<file path="config.mk">
export PLATFORM = sky130hd
export DESIGN_NAME = instruction_tunnel_generator_top
export DESIGN_NICKNAME = d
export VERILOG_FILES = /design/src/itg_pkg.sv /design/src/itg_scan.sv /design/src/instruction_tunnel_generator_top.sv
export SDC_FILE = /design/constraint.sdc
export NUM_CORES = 1
export LEC_CHECK = 0
export BUFFER_PORTS_ARGS = -buffer_cell sky130_fd_sc_hd__buf_2
export CAP_MARGIN = 20
export CORE_MARGIN = 5
export CORE_UTILIZATION = 50
export CTS_BUF_LIST = sky130_fd_sc_hd__clkbuf_4 sky130_fd_sc_hd__clkbuf_8
export CTS_CLUSTER_DIAMETER = 60
export DETAILED_ROUTE_END_ITERATION = 10
export GPL_TIMING_DRIVEN = 0
export PLACE_DENSITY = 0.73
export SYNTH_ARGS = -nofsm -noshare
export SYNTH_HDL_FRONTEND = slang
export SYNTH_SLANG_ARGS = --single-unit
</file>
<file path="constraint.sdc">
create_clock -name clk_i -period 10.6 [get_ports clk_i]
set_input_delay 1.59 -clock clk_i [delete_from_list [all_inputs] [get_ports clk_i]]
set_output_delay 1.59 -clock clk_i [all_outputs]
set_load 0.02 [all_outputs]
</file>
<file path="src/itg_pkg.sv">
// Shared types, codes and byte helpers for the instruction tunnel generator.
`default_nettype none

package itg_pkg;

  // Bytes carried on the output and in the range registers
  localparam int CAND_BYTES = 15;
  localparam int CAND_W     = 8 * CAND_BYTES;

  // Result status codes
  localparam logic [1:0] STATUS_OK   = 2'd0;
  localparam logic [1:0] STATUS_VIOL = 2'd1;
  localparam logic [1:0] STATUS_DONE = 2'd2;

  // Marker for "no previous length"
  localparam logic signed [4:0] PREV_NONE = -5'sd1;

  // Legacy and REX prefix bytes
  localparam logic [7:0] PFX_LOCK  = 8'hf0;
  localparam logic [7:0] PFX_REPNE = 8'hf2;
  localparam logic [7:0] PFX_REP   = 8'hf3;
  localparam logic [7:0] PFX_CS    = 8'h2e;
  localparam logic [7:0] PFX_SS    = 8'h36;
  localparam logic [7:0] PFX_DS    = 8'h3e;
  localparam logic [7:0] PFX_ES    = 8'h26;
  localparam logic [7:0] PFX_FS    = 8'h64;
  localparam logic [7:0] PFX_GS    = 8'h65;
  localparam logic [7:0] PFX_OPSZ  = 8'h66;
  localparam logic [7:0] PFX_ADSZ  = 8'h67;
  localparam logic [7:0] REX_FIRST = 8'h40;
  localparam logic [7:0] REX_LAST  = 8'h4f;

  // Configuration register indexes
  typedef enum logic [3:0] {
    CFG_SEARCH_MODE      = 4'd0,
    CFG_RANGE_START_HIGH = 4'd1,
    CFG_RANGE_START_LOW  = 4'd2,
    CFG_RANGE_END_HIGH   = 4'd3,
    CFG_RANGE_END_LOW    = 4'd4,
    CFG_START_DEPTH      = 4'd5,
    CFG_MAX_PREFIXES     = 4'd6,
    CFG_ALLOW_REPEATED   = 4'd7
  } cfg_idx_e;

  typedef struct packed {
    logic       command;
    logic [3:0] observed_length;
  } in_item_t;

  typedef struct packed {
    logic [63:0] candidate_high;
    logic [55:0] candidate_low;
    logic [1:0]  status;
  } out_item_t;

  // Settings the check unit needs
  typedef struct packed {
    logic [63:0] range_end_high;
    logic [55:0] range_end_low;
    logic [3:0]  max_prefixes;
    logic        allow_repeated_prefix;
  } scan_cfg_t;

  // One byte read back from the candidate store
  typedef struct packed {
    logic       clr;
    logic       vld;
    logic [7:0] data;
  } scan_feed_t;

  // Verdict of a finished scan
  typedef struct packed {
    logic viol;
    logic below;
  } scan_res_t;

  function automatic logic is_prefix(input logic [7:0] b);
    return b == PFX_LOCK || b == PFX_REPNE || b == PFX_REP || b == PFX_CS ||
           b == PFX_SS || b == PFX_DS || b == PFX_ES || b == PFX_FS ||
           b == PFX_GS || b == PFX_OPSZ || b == PFX_ADSZ ||
           (b >= REX_FIRST && b <= REX_LAST);
  endfunction

  // Byte idx of a range bound, byte 0 most significant; zero past the last
  function automatic logic [7:0] range_byte(input logic [63:0] hi,
                                            input logic [55:0] lo,
                                            input logic [4:0]  idx);
    logic [CAND_W-1:0] w;
    w = {hi, lo} >> (8 * (CAND_BYTES - 1 - int'(idx)));
    if (int'(idx) < CAND_BYTES) begin
      return w[7:0];
    end
    return 8'h00;
  endfunction

endpackage

`default_nettype wire

</file>
<file path="src/itg_scan.sv">
// Check unit: walks the candidate bytes for prefix rules and the range end.
`default_nettype none

module itg_scan
  import itg_pkg::*;
#(
  parameter int INSN_BYTES = 15,
  localparam int IW = (INSN_BYTES > 1) ? $clog2(INSN_BYTES) : 1
) (
  input  wire logic                     clk_i,
  input  wire logic                     rst_ni,
  input  wire scan_feed_t               feed_i,
  input  wire logic [IW-1:0]            idx_i,
  input  wire scan_cfg_t                cfg_i,
  output scan_res_t                     res_o,
  output logic [CAND_W-1:0]             cand_o
);

  localparam int CNTW = $clog2(INSN_BYTES + 1);
  localparam int PADB = (INSN_BYTES > CAND_BYTES) ? INSN_BYTES : CAND_BYTES;

  logic [7:0]      bytes_q [INSN_BYTES];
  logic [7:0]      pad     [PADB];
  logic [CNTW-1:0] cnt_q;
  logic            run_q, rep_q, dec_q, lt_q;
  logic [7:0]      end_b;
  logic            match;

  // End bound byte at the same position
  assign end_b = range_byte(cfg_i.range_end_high, cfg_i.range_end_low, 5'(idx_i));

  // Does this byte repeat an earlier one (all earlier ones are prefixes here)
  always_comb begin
    match = 1'b0;
    for (int j = 0; j < INSN_BYTES; j++) begin
      if (int'(idx_i) > j && bytes_q[j] == feed_i.data) begin
        match = 1'b1;
      end
    end
  end

  // Prefix run and lexicographic compare
  always_ff @(posedge clk_i or negedge rst_ni) begin
    if (!rst_ni) begin
      run_q <= 1'b1;
      cnt_q <= '0;
      rep_q <= 1'b0;
      dec_q <= 1'b0;
      lt_q  <= 1'b0;
    end else if (feed_i.clr) begin
      run_q <= 1'b1;
      cnt_q <= '0;
      rep_q <= 1'b0;
      dec_q <= 1'b0;
      lt_q  <= 1'b0;
    end else if (feed_i.vld) begin
      if (run_q) begin
        if (is_prefix(feed_i.data)) begin
          cnt_q <= cnt_q + 1'b1;
          if (match) begin
            rep_q <= 1'b1;
          end
        end else begin
          run_q <= 1'b0;
        end
      end
      if (!dec_q && feed_i.data != end_b) begin
        dec_q <= 1'b1;
        lt_q  <= feed_i.data < end_b;
      end
    end
  end

  // Copy of the candidate for the output word
  always_ff @(posedge clk_i) begin
    if (feed_i.vld) begin
      bytes_q[idx_i] <= feed_i.data;
    end
  end

  always_comb begin
    for (int p = 0; p < PADB; p++) begin
      pad[p] = 8'h00;
    end
    for (int j = 0; j < INSN_BYTES; j++) begin
      pad[j] = bytes_q[j];
    end
    for (int i = 0; i < CAND_BYTES; i++) begin
      cand_o[CAND_W-1-8*i -: 8] = pad[i];
    end
  end

  assign res_o.viol  = (cnt_q > cfg_i.max_prefixes) ||
                       (!cfg_i.allow_repeated_prefix && rep_q);
  assign res_o.below = dec_q && lt_q;

endmodule

`default_nettype wire

</file>
<file path="src/instruction_tunnel_generator_top.sv">
// Top level: candidate generator with its byte store, sequencer and config registers.
// Usage:
//   Config writes (cfg_valid_i, cfg_index_i, cfg_data_i) are always taken
//   (cfg_ready_o high) and must only happen while the block is idle.
//   An input item (command, observed_length) is taken when in_valid_i is high
//   and in_stall_o low; in_stall_o is low only while the sequencer is idle.
//   Each item yields one result item (candidate bytes and status).
// Sequence, N = INSN_BYTES:
//   start item:  load the N bytes of the range start, scan all N bytes,
//                then post the result.
//   next item:   carry chain over K bytes (K bytes touched, 0 if nothing is
//                incremented), then scan and post as above.
//   The candidate store has one write and one read port, so every byte
//   takes one memory access per cycle.
// Reset empties the output register and drops any active range, so the
// first item always loads the range start. No clearing pass is needed.
// When the receiver stalls, the finished result holds in the output
// register; the next item can be taken and worked on meanwhile, and its
// result waits in the post cycle until the register frees up.
`default_nettype none

module instruction_tunnel_generator_top
  import itg_pkg::*;
#(
  parameter int INSN_BYTES = 15
) (
  input  wire logic        clk_i,
  input  wire logic        rst_ni,
  input  wire logic        cfg_valid_i,
  output logic             cfg_ready_o,
  input  wire logic [3:0]  cfg_index_i,
  input  wire logic [63:0] cfg_data_i,
  input  wire logic        in_valid_i,
  output logic             in_stall_o,
  input  wire in_item_t    in_data_i,
  output logic             out_valid_o,
  input  wire logic        out_stall_i,
  output out_item_t        out_data_o
);

  localparam int IW = (INSN_BYTES > 1) ? $clog2(INSN_BYTES) : 1;
  localparam int CW = $clog2(INSN_BYTES) + 1;
  localparam int DW = $clog2(INSN_BYTES + 1);
  localparam int SW = $clog2(INSN_BYTES + 1);
  localparam logic signed [6:0] NB7 = 7'(INSN_BYTES);

  typedef enum logic [2:0] {
    ST_IDLE,
    ST_LOAD,
    ST_CARRY_RD,
    ST_CARRY_WR,
    ST_SCAN,
    ST_DONE
  } state_e;

  // Configuration registers
  logic        mode_q;
  logic [63:0] start_hi_q, end_hi_q;
  logic [55:0] start_lo_q, end_lo_q;
  logic [3:0]  depth_cfg_q, maxp_q;
  logic        allow_q;

  // Sequencer state
  state_e               state_q, state_d;
  logic signed [CW-1:0] cursor_q, cursor_d;
  logic signed [4:0]    prev_q, prev_d;
  logic [SW-1:0]        cnt_q, cnt_d;
  logic                 active_q, active_d;
  out_item_t            out_q, out_d;
  logic                 out_valid_q, out_valid_d;
  logic                 rd_vld_q, rd_vld_d;
  logic [IW-1:0]        rd_idx_q, rd_idx_d;

  // Candidate byte store
  logic [7:0]    mem_q [INSN_BYTES];
  logic [7:0]    rd_data_q;
  logic          mem_we;
  logic [IW-1:0] mem_wa, mem_ra;
  logic [7:0]    mem_wd;

  logic [DW-1:0]     depth;
  logic signed [6:0] cur7, obs7, prev7, dep7, bstart7, tstart7, tnext7;
  logic              deepen;
  logic [7:0]        inc;
  logic              out_load;
  logic              scan_clr;

  scan_feed_t        feed;
  scan_cfg_t         scfg;
  scan_res_t         sres;
  logic [CAND_W-1:0] cand;

  assign cfg_ready_o = 1'b1;
  assign in_stall_o  = state_q != ST_IDLE;
  assign out_valid_o = out_valid_q;
  assign out_data_o  = out_q;

  // Configuration writes
  always_ff @(posedge clk_i or negedge rst_ni) begin
    if (!rst_ni) begin
      mode_q      <= 1'b1;
      start_hi_q  <= '0;
      start_lo_q  <= '0;
      end_hi_q    <= '1;
      end_lo_q    <= '1;
      depth_cfg_q <= 4'd1;
      maxp_q      <= 4'd4;
      allow_q     <= 1'b0;
    end else if (cfg_valid_i) begin
      case (cfg_idx_e'(cfg_index_i))
        CFG_SEARCH_MODE:      mode_q      <= cfg_data_i[0];
        CFG_RANGE_START_HIGH: start_hi_q  <= cfg_data_i;
        CFG_RANGE_START_LOW:  start_lo_q  <= cfg_data_i[55:0];
        CFG_RANGE_END_HIGH:   end_hi_q    <= cfg_data_i;
        CFG_RANGE_END_LOW:    end_lo_q    <= cfg_data_i[55:0];
        CFG_START_DEPTH:      depth_cfg_q <= cfg_data_i[3:0];
        CFG_MAX_PREFIXES:     maxp_q      <= cfg_data_i[3:0];
        CFG_ALLOW_REPEATED:   allow_q     <= cfg_data_i[0];
        default: ;
      endcase
    end
  end

  // Depth saturated to the store size, cursor arithmetic in 7-bit signed
  always_comb begin
    if (32'(depth_cfg_q) > INSN_BYTES) begin
      depth = DW'(INSN_BYTES);
    end else begin
      depth = DW'(depth_cfg_q);
    end
    dep7    = $signed(7'(depth));
    bstart7 = dep7 - 7'sd1;
    tstart7 = (dep7 > NB7 - 7'sd1) ? NB7 - 7'sd1 : dep7;
    cur7    = 7'(cursor_q);
    obs7    = $signed(7'(in_data_i.observed_length));
    prev7   = 7'(prev_q);
    deepen  = (obs7 != prev7) && (cur7 < obs7 - 7'sd1) && (cur7 + 7'sd1 < NB7);
    tnext7  = deepen ? cur7 + 7'sd1 : cur7;
  end

  assign inc      = rd_data_q + 8'd1;
  assign out_load = (state_q == ST_DONE) && (!out_valid_q || !out_stall_i);

  // Sequencer next state
  always_comb begin
    state_d     = state_q;
    cursor_d    = cursor_q;
    prev_d      = prev_q;
    cnt_d       = cnt_q;
    active_d    = active_q;
    out_d       = out_q;
    out_valid_d = out_valid_q && out_stall_i;
    rd_vld_d    = 1'b0;
    rd_idx_d    = '0;
    mem_we      = 1'b0;
    mem_wa      = '0;
    mem_wd      = '0;
    mem_ra      = '0;
    scan_clr    = 1'b0;
    case (state_q)
      ST_IDLE: begin
        if (in_valid_i) begin
          cnt_d = '0;
          if (!in_data_i.command || !active_q) begin
            prev_d   = PREV_NONE;
            cursor_d = mode_q ? CW'(tstart7) : CW'(bstart7);
            state_d  = ST_LOAD;
          end else if (!mode_q) begin
            cursor_d = CW'(bstart7);
            state_d  = bstart7[6] ? ST_SCAN : ST_CARRY_RD;
          end else begin
            cursor_d = CW'(tnext7);
            prev_d   = $signed(5'(in_data_i.observed_length));
            state_d  = tnext7[6] ? ST_SCAN : ST_CARRY_RD;
          end
        end
      end
      ST_LOAD: begin
        mem_we = 1'b1;
        mem_wa = cnt_q[IW-1:0];
        mem_wd = range_byte(start_hi_q, start_lo_q, 5'(cnt_q));
        if (cnt_q == SW'(INSN_BYTES - 1)) begin
          cnt_d   = '0;
          state_d = ST_SCAN;
        end else begin
          cnt_d = cnt_q + 1'b1;
        end
      end
      ST_CARRY_RD: begin
        mem_ra  = cursor_q[IW-1:0];
        state_d = ST_CARRY_WR;
      end
      ST_CARRY_WR: begin
        // increment at the cursor; on wrap move left and read that byte
        mem_we = 1'b1;
        mem_wa = cursor_q[IW-1:0];
        mem_wd = inc;
        if (inc == 8'd0) begin
          cursor_d = cursor_q - CW'(1);
          if (mode_q) begin
            prev_d = PREV_NONE;
          end
          if (cursor_q == '0) begin
            state_d = ST_SCAN;
          end else begin
            mem_ra = cursor_q[IW-1:0] - 1'b1;
          end
        end else begin
          state_d = ST_SCAN;
        end
      end
      ST_SCAN: begin
        scan_clr = cnt_q == '0;
        if (cnt_q < SW'(INSN_BYTES)) begin
          mem_ra   = cnt_q[IW-1:0];
          rd_vld_d = 1'b1;
          rd_idx_d = cnt_q[IW-1:0];
          cnt_d    = cnt_q + 1'b1;
        end else begin
          cnt_d   = '0;
          state_d = ST_DONE;
        end
      end
      ST_DONE: begin
        if (out_load) begin
          out_d.candidate_high = cand[CAND_W-1 -: 64];
          out_d.candidate_low  = cand[55:0];
          if (sres.viol) begin
            out_d.status = STATUS_VIOL;
          end else if (!sres.below || cursor_q[CW-1]) begin
            out_d.status = STATUS_DONE;
          end else begin
            out_d.status = STATUS_OK;
          end
          out_valid_d = 1'b1;
          active_d    = !sres.viol;
          state_d     = ST_IDLE;
        end
      end
      default: state_d = ST_IDLE;
    endcase
  end

  // Sequencer and output registers
  always_ff @(posedge clk_i or negedge rst_ni) begin
    if (!rst_ni) begin
      state_q     <= ST_IDLE;
      cursor_q    <= '1;
      prev_q      <= PREV_NONE;
      cnt_q       <= '0;
      active_q    <= 1'b0;
      out_valid_q <= 1'b0;
      rd_vld_q    <= 1'b0;
      rd_idx_q    <= '0;
    end else begin
      state_q     <= state_d;
      cursor_q    <= cursor_d;
      prev_q      <= prev_d;
      cnt_q       <= cnt_d;
      active_q    <= active_d;
      out_valid_q <= out_valid_d;
      rd_vld_q    <= rd_vld_d;
      rd_idx_q    <= rd_idx_d;
    end
  end

  always_ff @(posedge clk_i) begin
    out_q <= out_d;
  end

  // Candidate store: one write and one registered read per cycle
  always_ff @(posedge clk_i) begin
    if (mem_we) begin
      mem_q[mem_wa] <= mem_wd;
    end
    rd_data_q <= mem_q[mem_ra];
  end

  // Check unit
  assign feed.clr  = scan_clr;
  assign feed.vld  = rd_vld_q;
  assign feed.data = rd_data_q;

  assign scfg.range_end_high        = end_hi_q;
  assign scfg.range_end_low         = end_lo_q;
  assign scfg.max_prefixes          = maxp_q;
  assign scfg.allow_repeated_prefix = allow_q;

  itg_scan #(
    .INSN_BYTES(INSN_BYTES)
  ) u_scan (
    .clk_i  (clk_i),
    .rst_ni (rst_ni),
    .feed_i (feed),
    .idx_i  (rd_idx_q),
    .cfg_i  (scfg),
    .res_o  (sres),
    .cand_o (cand)
  );

  // An accepted item always leaves idle
  a_accept_busy: assert property (@(posedge clk_i) disable iff (!rst_ni)
    (in_valid_i && !in_stall_o) |=> state_q != ST_IDLE)
    else $error("item accepted but sequencer stayed idle");

  // Posting a result shows it on the output next cycle
  a_post_shown: assert property (@(posedge clk_i) disable iff (!rst_ni)
    out_load |=> out_valid_o)
    else $error("posted result not visible");

  // A prefix violation drops the range
  a_viol_drop: assert property (@(posedge clk_i) disable iff (!rst_ni)
    (out_load && out_d.status == STATUS_VIOL) |=> !active_q)
    else $error("range still active after prefix violation");

  // Carry chain never reads the entry it writes in the same cycle
  a_carry_port: assert property (@(posedge clk_i) disable iff (!rst_ni)
    (state_q == ST_CARRY_WR && inc == 8'd0 && cursor_q != '0) |-> mem_ra != mem_wa)
    else $error("carry read collides with write");

endmodule

`default_nettype wire

</file>
## Yosys cells after proc, flatten, opt, wreduce, memory -nomap -nowiden

Memories as Yosys holds them, arrays and structs flattened. A register that Yosys moved wholly into a read port is not among the register bits.
Index checks and enable logic that the tools add are counted.

| word-level totals | value |
|---|---|
| flip-flop bits (word level) | 404 |
| latch bits | 0 |
| memory bits (writable) | 240 |
| bits in read-only memories | 0 |
| input port bits | 78 |
| output and inout bits | 125 |
| word-level logic and storage cells | 277 |
| memories kept | 2 |

| operators by class | value |
|---|---|
| add/sub/neg operators | 10 |
| multiply operators | 0 |
| divide/modulo/power cells | 0 |
| $lt $le $gt $ge | 25 |
| eq/ne operators | 50 |
| shift-type cells | 2 |
| mux-type cells | 88 |
| bitwise operators | 0 |
| reduce and logical (&&, ||, !) cells | 76 |

Memory list:

| name | depth | width | read ports | clocked after memory_dff | write ports | line | text |
|---|---|---|---|---|---|---|---|
| mem_q | 15 | 8 | 1 | 1 | 1 | instruction_tunnel_generator_top.sv:75 | `logic [7:0] mem_q [INSN_BYTES];` |
| u_scan.bytes_q | 15 | 8 | 15 | 0 | 1 | itg_scan.sv:22 | `logic [7:0] bytes_q [INSN_BYTES];` |

Operator list:

| cell | count |
|---|---|
| $shr A120 B32 Y8 | 2 |
| $eq A8 B8 Y1 | 15 |
| $mux W5 | 10 |
| $mux W4 | 12 |
| $mux W1 | 43 |
| $eq A8 B6 Y1 const B | 4 |
| $eq A8 B7 Y1 const B | 4 |
| $gt A4 B4 Y1 const B | 8 |
| $mux W8 | 4 |
| $mux W3 | 10 |
| $eq A8 B8 Y1 const B | 3 |
| $pmux W4 S3 | 2 |
| $logic_and A1 B1 Y1 | 23 |
| $reduce_and A2 Y1 | 11 |
| $pmux W5 S2 | 2 |
| $pmux W3 S6 | 1 |
| $eq A4 B3 Y1 const B | 4 |
| $gt A4 B3 Y1 const B | 4 |
| $pmux W8 S2 | 1 |
| $logic_or A1 B1 Y1 | 15 |
| $lt A4 B4 Y1 const B | 3 |
| $ne A2 B2 Y1 const B | 6 |
| $reduce_bool A2 Y1 | 6 |
| $reduce_and A5 Y1 | 2 |
| 37 further kinds | 56 |

## Longest topological paths before layout

An unclocked memory read counts as a cell.

| logic depth | value |
|---|---|
| depth in word-level cells | 23 |
| gate-level depth with buffers | 18 |

## Hierarchy

A second synthesis with hierarchy kept.

| unflattened totals | value |
|---|---|
| cells, all modules | 1882 |
| area total of the unflattened synthesis | 28417.3 µm² |

By module, submodules not included:

| module | instances | cells an instance | area an instance (µm²) |
|---|---|---|---|
| instruction_tunnel_generator_top | 1 | 1363 | 21336.7 |
| itg_scan | 1 | 519 | 7080.5 |

## Worst setup path after synthesis

OpenSTA, ideal clock, no wires.

| timing path | value |
|---|---|
| kind | input -> register |
| start point | input out_stall_i |
| end point | register active_q |
| data arrival time | 10.932 ns |
| data required time | 10.102 ns |
| slack | -0.830 ns |
| stages | 3 |
| path buffers | 0 |
| cells stage by stage | nand2_1 > nor3b_1 > mux2i_1 |

| on the way | value |
|---|---|
| longest elaborated chain between the ends | 4 |

RTL lines:

| what | line | text |
|---|---|---|
| from (decl) | instruction_tunnel_generator_top.sv:37 | `input wire logic out_stall_i,` |
| $logic_not A1 Y1 | instruction_tunnel_generator_top.sv:142 | `assign out_load = (state_q == ST_DONE) && (!out_valid_q \|\| !out_stall_i);` |
| $logic_or A1 B1 Y1 | instruction_tunnel_generator_top.sv:142 |  |
| $logic_and A1 B1 Y1 | instruction_tunnel_generator_top.sv:142 |  |
| $reduce_and A2 Y1 (no line) | - |  |
| to (signal assigned) | instruction_tunnel_generator_top.sv:260 | `active_q <= active_d;` |
| to (decl) | instruction_tunnel_generator_top.sv:68 | `logic active_q, active_d;` |

No other way between the ends.
A chain may end at the register's enable or synchronous reset.

## Worst setup path after layout

| timing path | value |
|---|---|
| start point | register rd_idx_q[0] |
| end point | register u_scan.lt_q |

| on the way | value |
|---|---|
| longest elaborated chain between the ends | 8 |

RTL lines:

| what | line | text |
|---|---|---|
| from (decl) | instruction_tunnel_generator_top.sv:72 | `logic [IW-1:0] rd_idx_q, rd_idx_d;` |
| from (signal assigned) | instruction_tunnel_generator_top.sv:263 | `rd_idx_q <= rd_idx_d;` |
| $sub A4 B4 Y5 | itg_pkg.sv:89 | `w = {hi, lo} >> (8 * (CAND_BYTES - 1 - int'(idx)));` |
| $shr A120 B32 Y8 | itg_pkg.sv:89 |  |
| $mux W8 | itg_pkg.sv:90 | `if (int'(idx) < CAND_BYTES) begin` |
| $mux W8 (*) | itg_pkg.sv:93 | `return 8'h00;` |
| $lt A8 B8 Y1 / $ne A8 B8 Y1 (equally long branches) | itg_scan.sv:69, itg_scan.sv:67 |  |
| $mux W1 / $logic_and A1 B1 Y1 (equally long branches) | itg_scan.sv:67 | `if (!dec_q && feed_i.data != end_b) begin` |
| $mux W1 / $reduce_bool A2 Y1 (equally long branches) | - |  |
| $mux W1 / $reduce_and A2 Y1 (equally long branches) | - |  |
| to (signal assigned) | itg_scan.sv:69 | `lt_q <= feed_i.data < end_b;` |
| to (decl) | itg_scan.sv:25 | `logic run_q, rep_q, dec_q, lt_q;` |

Every way passes the cells marked *; elsewhere a longest branch is shown, timed or not. The select of a mux whose other input is x is not followed.

==> results.cfg <==
[clocking]
cts.sinks = 652
cts_max_level = 3
clkTransAtPathRegs_ns = 0.06
ctsRootBufferMaster = clkbuf_8
post-cts-setup-buffers = 0
cts_tree = built
clk_path_buf_depth = 3
clock_latency_ns = 0.73
hold_buffers = 0
cts_buffers = 101
cts_resized = 0

[worst_setup_path]
worstPathArrival_ns = 6.03
ff2ff_path_depth = 17
start_kind = flop
cpMostUsedCell = clkbuf_1
slowest_delay_ns = 0.74
timing.setup.critical_path_class = reg2reg
cpMaxStageDelayCell = clkbuf_1
path_cells = clkbuf_1 > clkbuf_1 > clkbuf_1 > inv_1 > ha_1 > clkbuf_1 > mux4_2 > mux2i_1 > nand2_1 > o211ai_1 > ha_1 > nor2b_1 > o21ai_0 > nand2b_1 > a21oi_1 > o211ai_1 > a21oi_1
end_kind = flop
critPathRequiredTime_ns = 11.24
critPathMaxFanout = 10

[detailed_routing]
vias = 17950
drtAntennaViolNets = 0
drt_iter0_markers = 1369
drt_pass1_iterations = 6
drt_wl_total_um = 75540
wire_per_inst_um = 24.30
via_per_inst = 5.777
post-route-drc-count = 0

[synth]
synthCells = 1933
synth_top_area_frac = 0.3842
async_flop_share = 0.4325
synth_enable_flop_cells = 362
post-synth-top-area-cell = edfxtp_1
synth-seq-cells = 652
netlist_area_um2 = 28300
yosysWarnings = 0
syn_avg_cell_area_um2 = 14.64
ys_seq_area_frac = 0.6451
ys_types = 76
synth_flop_cell = edfxtp_1
synthTopCellsByArea = edfxtp_1 38%, dfrtp_1 13%, dfstp_2 12%, mux2_2 9.8%, mux4_2 3.8%
synth_nets = 2047

[floorplanning]
die_h_um = 247.9
start_util = 0.5028
rows = 87
num_io_pins = 203
die_area_um2 = 61450
fp.coreArea_um2 = 56280
die_x_um = 247.9

[layout]
fin_util = 0.5827
layout.nets = 2376
design_area_um2 = 32790
drive_gt1_frac = 0.3649
fill_cells = 4431
area_delta_synth_final_pct = 15.88
multi_input_area_um2 = 9490
seq_area_um2 = 18260

[sta]
finalHoldViolCount = 0
finalMaxSlewViolations = 0
tns_ns = 0
finalCriticalPeriod_ns = 5.391
maxSlewHeadroom = 0.1969
fin_skew_ns = 0.03728
setup_viol = 0
worst_pin_slew_ns = 1.196
max_freq_ghz = 0.1855
fin_crit_sh = 0.5086
rsz0062_at_grt = no

[global_routing]
overflow = 0
grt_pass1_wl_um = 114300
grt_pass1_vias = 18520
grt_use_total = 0.2461
antenna_found_initial = 6
grt_max_degree = 113

[hold_path]
min_path_cells = 0
min_path_type = reg2reg

[power]
cellPowerDensity_nw_per_um2 = 267.7
vdd_drop_max_uv = 138.4
power_leakage_uw = 0.01239

[place]
port_buffers = 201
dpl.hpwl_um = 53190
routabilityCongestion = 0.9079
dpl_cell_area_um2 = 30570

[status]
status = finished, final reports clean

[run]
drv_cap = 0
## through the flow
| stage | hold WS (ns) | setup WS, ns | total power (µW) | instances |
|---|---|---|---|---|
| after floorplan | 0.4473 | 3.583 | 5516 | 1933 |
| after global placement | 0.4521 | 1.342 | 6455 | 2890 |
| after detailed placement | 0.4564 | 5.242 | 6600 | 2908 |
| after CTS | 0.4707 | 5.200 | 8764 | 3095 |
| after global routing | 0.4817 | 4.852 | 9183 | 3105 |
| final | 0.4700 | 5.209 | 8779 | 3108 |
## final cells by class
type | count | area share
clock buffer | 152 | 0.05788
timing repair buffer | 226 | 0.04251
tap | 756 | 0.02885
multi-input combinational | 1143 | 0.2894
sequential | 652 | 0.5567
clock inverter | 35 | 0.007021
antenna | 6 | 0.0004579
inverter | 31 | 0.003549
buffer | 107 | 0.01362
## cell usage after synthesis (36+ instances only)
| library cell | n |
|---|---|
| a21oi_1 | 80 |
| clkbuf_1 | 73 |
| dfrtp_1 | 148 |
| dfstp_2 | 134 |
| edfxtp_1 | 362 |
| ha_1 | 36 |
| mux2_2 | 246 |
| mux2i_1 | 60 |
| mux4_2 | 48 |
| nand2_1 | 128 |
| nor2_1 | 90 |
| o21ai_0 | 52 |
| xnor2_1 | 91 |
| xor2_1 | 51 |
## logic make-up after synthesis
group	share of synthesized area
AOI/OAI and AO/OA	0.05501
DFF	0.6451
other	0.0001325
xor gates and xnor gates	0.04395
buffers and inverters	0.01990
muxes	0.1573
and+or+nand+nor	0.06230
adders and majority gates	0.01627
## state kept, by name, indices dropped and copies added (netlist names), 4 cells and up
register / cells
cnt_q: 4
cursor_q: 5
depth: 4
end_hi_q: 64
end_lo_q: 56
maxp_q: 4
mem_q: 120
out_data_o: 122
prev_q: 5
rd_data_q: 8
rd_idx_q: 4
start_hi_q: 64
start_lo_q: 56
u_scan.bytes_q: 120
u_scan.cnt_q: 4
## layout by cell type (no fill, tap or decap), drive strengths merged, types with 12 or more instances in the layout
cell type	Yosys	routed
a21oi	80	80
a32oi	22	22
and3	12	12
buf	34	259
clkbuf	73	226
clkinv	0	29
dfrtp	148	148
dfstp	134	134
edfxtp	362	362
ha	36	36
inv	31	36
mux2	246	246
mux2i	60	60
mux4	48	48
nand2	128	128
nand2b	13	13
nand3	27	27
nand4	26	26
nor2	90	90
nor3	18	18
nor4	16	16
o21ai	55	55
xnor2	91	91
xor2	51	51
## per-layer routing
layer,vias up,routed length [µm],GRT usage,part of all wire
met5,-,7,0,0.000093
met4,2,1999,0.06886,0.026
met3,156,4761,0.04609,0.063
met2,720,38230,0.4262,0.51
met1,9196,30540,0.3204,0.40
li1,7880,-,-,-
## power breakdown
group / internal (µW) / total (µW) / switching, µW
Clock: 1180 / 2170 / 988
Combinational: 1150 / 2910 / 1760
Sequential: 3370 / 3700 / 335
Total: 5700 / 8780 / 3080
## path summary, 6_finish.rpt
kind	startpoint	to	slack (ns)
setup / recovery	rd_idx_q[0]	u_scan.lt_q	5.21
hold / removal	u_scan.bytes_q[6][7]	out_data_o[73]	0.47
setup reg to reg	rd_idx_q[0]	u_scan.lt_q	5.21
hold reg to reg	u_scan.bytes_q[6][7]	out_data_o[73]	0.47
max in group asynchronous	rst_ni	end_hi_q[57]	8.86
min in group asynchronous	rst_ni	start_lo_q[53]	0.85
## worst max-delay path: cells and delay by family, from the launching register on
family | cells | cell delay, ns
flip-flops | 1 | 0.44
multiplexers | 2 | 0.83
AND/OR/NAND/NOR | 3 | 0.31
buffers and inverters | 5 | 2.24
adder cells (fa/ha/maj) | 2 | 0.81
AO/OA/AOI/OAI | 5 | 0.68
Note: power is estimated with default switching activity, not from simulation.
